## src/sv/paid_pkg.sv

```systemverilog
// Shared types and constants for the packed array insert/delete block.
package paid_pkg;

  localparam int DEPTH_DEF      = 64;
  localparam int ELEM_BYTES_DEF = 4;

  localparam int OP_W      = 3;
  localparam int IDX_W     = 6;
  localparam int VAL_W     = 32;
  localparam int CNT_OUT_W = 7;
  localparam int CAP_W     = 7;

  localparam logic [CAP_W-1:0] CAP_RESET = 7'd64;

  typedef enum logic [OP_W-1:0] {
    OP_INSERT = 3'd0,
    OP_DELETE = 3'd1,
    OP_MODIFY = 3'd2,
    OP_READ   = 3'd3,
    OP_CLEAR  = 3'd4
  } op_e_t;

  // per-cycle command broadcast to every cell
  typedef struct packed {
    logic ins;
    logic del;
    logic wr;
    logic clr;
  } cell_cmd_t;

endpackage

```

## src/sv/paid_cell.sv

```systemverilog
// One element slot of the shifting array; trades data with its neighbors.
module paid_cell #(
  parameter int IDX   = 0,
  parameter int EW    = 32,
  parameter int CMP_W = 7
) (
  input  logic               clk,
  input  paid_pkg::cell_cmd_t cmd,
  input  logic [CMP_W-1:0]   cmd_idx,
  input  logic [CMP_W-1:0]   cmd_cnt,
  input  logic [EW-1:0]      wr_data,
  input  logic [EW-1:0]      left_data,
  input  logic [EW-1:0]      right_data,
  output logic [EW-1:0]      slot_q,
  output logic [EW-1:0]      rd_data
);
  import paid_pkg::*;

  localparam logic [CMP_W-1:0] MY_IDX  = CMP_W'(IDX);
  localparam logic [CMP_W-1:0] MY_IDX1 = CMP_W'(IDX + 1);

  logic [EW-1:0] slot_r;
  logic [EW-1:0] slot_nxt;

  always_comb begin
    slot_nxt = slot_r;
    if (cmd.clr) begin
      slot_nxt = '0;
    end else if (cmd.ins) begin
      if (MY_IDX == cmd_idx) begin
        slot_nxt = wr_data;
      end else if (MY_IDX > cmd_idx && MY_IDX <= cmd_cnt) begin
        slot_nxt = left_data;
      end
    end else if (cmd.del) begin
      if (MY_IDX1 == cmd_cnt) begin
        slot_nxt = '0;
      end else if (MY_IDX >= cmd_idx && MY_IDX1 < cmd_cnt) begin
        slot_nxt = right_data;
      end
    end else if (cmd.wr) begin
      if (MY_IDX == cmd_idx) begin
        slot_nxt = wr_data;
      end
    end
  end

  always_ff @(posedge clk) begin
    slot_r <= slot_nxt;
  end

  assign slot_q  = slot_r;
  assign rd_data = (MY_IDX == cmd_idx) ? slot_r : '0;

endmodule

```

## config.mk

```make
export PLATFORM = sky130hd
export DESIGN_NAME = paid_cell
export DESIGN_NICKNAME = d
export VERILOG_FILES = /design/src/sv/paid_pkg.sv /design/src/sv/paid_cell.sv
export SDC_FILE = /design/constraint.sdc
export NUM_CORES = 1
export LEC_CHECK = 0
export CELL_PAD_IN_SITES_DETAIL_PLACEMENT = 0
export CELL_PAD_IN_SITES_GLOBAL_PLACEMENT = 2
export CORE_MARGIN = 1
export CORE_UTILIZATION = 30
export DETAILED_ROUTE_END_ITERATION = 12
export DONT_BUFFER_PORTS = 1
export GPL_TIMING_DRIVEN = 0
export HOLD_SLACK_MARGIN = 0.12
export PLACE_DENSITY_LB_ADDON = 0.05
export SLEW_MARGIN = 10
export SYNTH_ARGS = -nofsm -noshare
export SYNTH_HDL_FRONTEND = slang
export SYNTH_SLANG_ARGS = --single-unit
```

## constraint.sdc

```tcl
create_clock -name clk -period 2.1 [get_ports clk]
set_input_delay 0.21 -clock clk [delete_from_list [all_inputs] [get_ports clk]]
set_output_delay 0.21 -clock clk [all_outputs]
set_load 0.01 [all_outputs]
```

==> out/qor.yml <==
status:
  outcome: "complete, no violations"
setup_path:
  worstPathRequired_ns: 2.27
  crit_chain: "or4_1 -> clkbuf_1 -> a211o_1 -> a31oi_1 -> buf_2 -> o32ai_1"
  critical_path.max_fanout: 10
  r2r_setup_slack_ns: 1.42
  reg2reg_from: "slot_q[21]"
  reg2reg_to: "slot_q[21]"
  slowest_stage: "or4_1"
  end_kind: "flip-flop"
  slowest_delay_ns: 0.51
  path_class: "primary input to flip-flop"
  start_kind: "primary input"
  cp.arrival_ns: 2.11
  reg2regPathDepth: 2
timing:
  max_slew_margin: 0.6071
  setup_violations: 0
  fmax_ghz: 0.5136
  whs_ns: 0.1496
  finalWorstPathRequiredPeriod_ns: 1.947
  drv_slew: 0
  hold_viol: 0
  tns_ns: 0
  fin_crit_sh: 0.9272
  rsz0062_at_grt: "no"
  fin_skew_ns: 0
  finalWorstSetupSlack_ns: 0.1529
  max_slew.worst_pin.slew_ns: 0.5893
floorplanning:
  ios: 179
  die_w_um: 88.24
  die_height_um: 88.24
  start_util: 0.3092
  num_rows: 31
  core-area_um2: 7214
  dieArea_um2: 7785
cts:
  cts_hold_buf: 0
  cts_sinks: 32
  cts_tree: "built"
  clk_pin_slew_ns: 0.08
  cts_made_buffers: 5
  root_buffer: "clkbuf_8"
  htreeDepth: 2
  cts.path.max_buffers: 2
  clock_latency_ns: 0.29
worst_hold_path:
  min_delay_path_depth: 2
  hp-class: "primary input to flip-flop"
  hold_path_end: "slot_q[13]"
  hold_start: "left_data[13]"
placed_design:
  gp_congestion: 0.7341
  dpl_worst_slack_ns: -0.5106
  hpwl_um: 6550
  placed_area_um2: 2355
  port_buffers: 0
yosys:
  yosys_most_used_dff: "dfxtp_1"
  syn_nets: 422
  syn_inst: 307
  yosysWarnings: 0
  netlist_top_cells_area: "dfxtp_1 (29%), a221oi_1 (13%), o32ai_1 (13%), inv_1 (9.8%), o31ai_1 (8.1%)"
  synth_area_um2: 2231
  yosysTopAreaCellShare: 0.2872
  avgSynthCellArea_um2: 7.267
  ys_ff_latch: 32
  synth_common_cells: "inv_1 (58), nor2_1 (33), a221oi_1 (32), dfxtp_1 (32), o32ai_1 (32)"
  synth_most_common_cell: "inv_1"
  async_reset_ff_frac: 0
  yosysSeqAreaShare: 0.2872
  synth-edff-count: 0
  yosysUniqueCellTypes: 27
  synth_top_cell_by_area: "dfxtp_1"
power:
  ir_drop_mv: 0.2508
  leakage_nw: 0.7831
  p_per_area_nw_per_um2: 576.3
routing:
  drt-initial-drc-count: 106
  vias: 2372
  vias_per_cell: 5.716
  first_pass_iters: 4
  drt-total-wl_um: 8874
  ant_nets: 0
  drc: 0
  wl_per_cell_um: 21.38
final_layout:
  area_growth_pct: 11.78
  antenna_cells: 0
  drive_gt1_frac: 0.05696
  largest_reg_flops: 32
  design_area_um2: 2494
  final_util: 0.3456
  nets: 430
job:
  drv_cap: 0
global_route:
  grt_max_degree: 12
  grt.total_usage: 0.2270
  grt_pass1_wl_um: 13260
  antenna_found_initial: 0
  grt_pass1_vias: 2436
  grt-ovfl-total: 0
-- routing by layer --
metal,GRT usage,share of wire
met1,0.2927,0.44
met5,0,0
met3,0.07276,0.092
met4,0.04985,0.011
met2,0.3699,0.46
-- power by group --
group | internal, W | total, W | switching [W]
combinational | 0.0000710 | 0.000196 | 0.000125
clock | 0.000352 | 0.000624 | 0.000273
sequential | 0.000611 | 0.000616 | 0.00000537
-- worst max-delay path, delay by kind of cell --
family / cells / cell delay [ns]
buffers and inverters: 2 / 0.53
AOI/OAI and AO/OA: 3 / 0.85
and+or+nand+nor: 1 / 0.51
-- cell type report --
| type | instances | area [µm²] |
|---|---|---|
| fill | 840 | 4721 |
| multi-input combinational | 183 | 1239 |
| sequential | 32 | 640.6 |
| inverter | 59 | 221.5 |
| buffer | 33 | 150.1 |
| tap | 99 | 123.9 |
| clock buffer | 5 | 68.82 |
| clock inverter | 3 | 42.54 |
| timing repair buffer | 1 | 7.507 |
-- per-stage QoR --
stage	total power (W)	instances
2_1_floorplan	0.0007757	307
3_3_place_gp	0.0008267	406
3_5_place_dp	0.0008269	406
4_1_cts	0.001456	415
5_1_grt	0.001512	415
6_report	0.001437	415
-- layout by cell type, fill, tap and decap left out, drive strengths merged, types with 2 or more instances in the layout --
cell type and count:
inv 58, nor2 33, a221oi 32, o32ai 32, dfxtp 32, clkbuf 31
o31ai 24, a21oi 24, o21ai 8, buf 8, nand3 7, and3 7
a31oi 3, a211o 2, nor4 2, nor3 2, clkinv 2
-- timing repair --
item,4_1_cts,5_1_grt
setup buffers,1,0
setup endpoints to repair,62,0
gates resized for setup,3,0
-- worst max path at each step --
| stage | slack, ns | cells after the start | end | from |
|---|---|---|---|---|
| floorplan | 0.16 | 6 | slot_q[0] | cmd_idx[2] |
| global placement | -0.49 | 5 | rd_data[21] | cmd_idx[1] |
| detailed placement | -0.51 | 5 | rd_data[21] | cmd_idx[1] |
| CTS | 0.12 | 5 | rd_data[21] | cmd_idx[1] |
| global route | 0.004 | 6 | slot_q[9] | cmd_idx[2] |
| finish | 0.15 | 6 | slot_q[0] | cmd_idx[2] |
-- cells by family after synthesis --
group                  synth area share
buffers and inverters            0.1666
AO/OA/AOI/OAI                    0.4319
flip-flops                       0.2872
AND/OR/NAND/NOR                  0.1144
(Power assumes the default switching activity.)
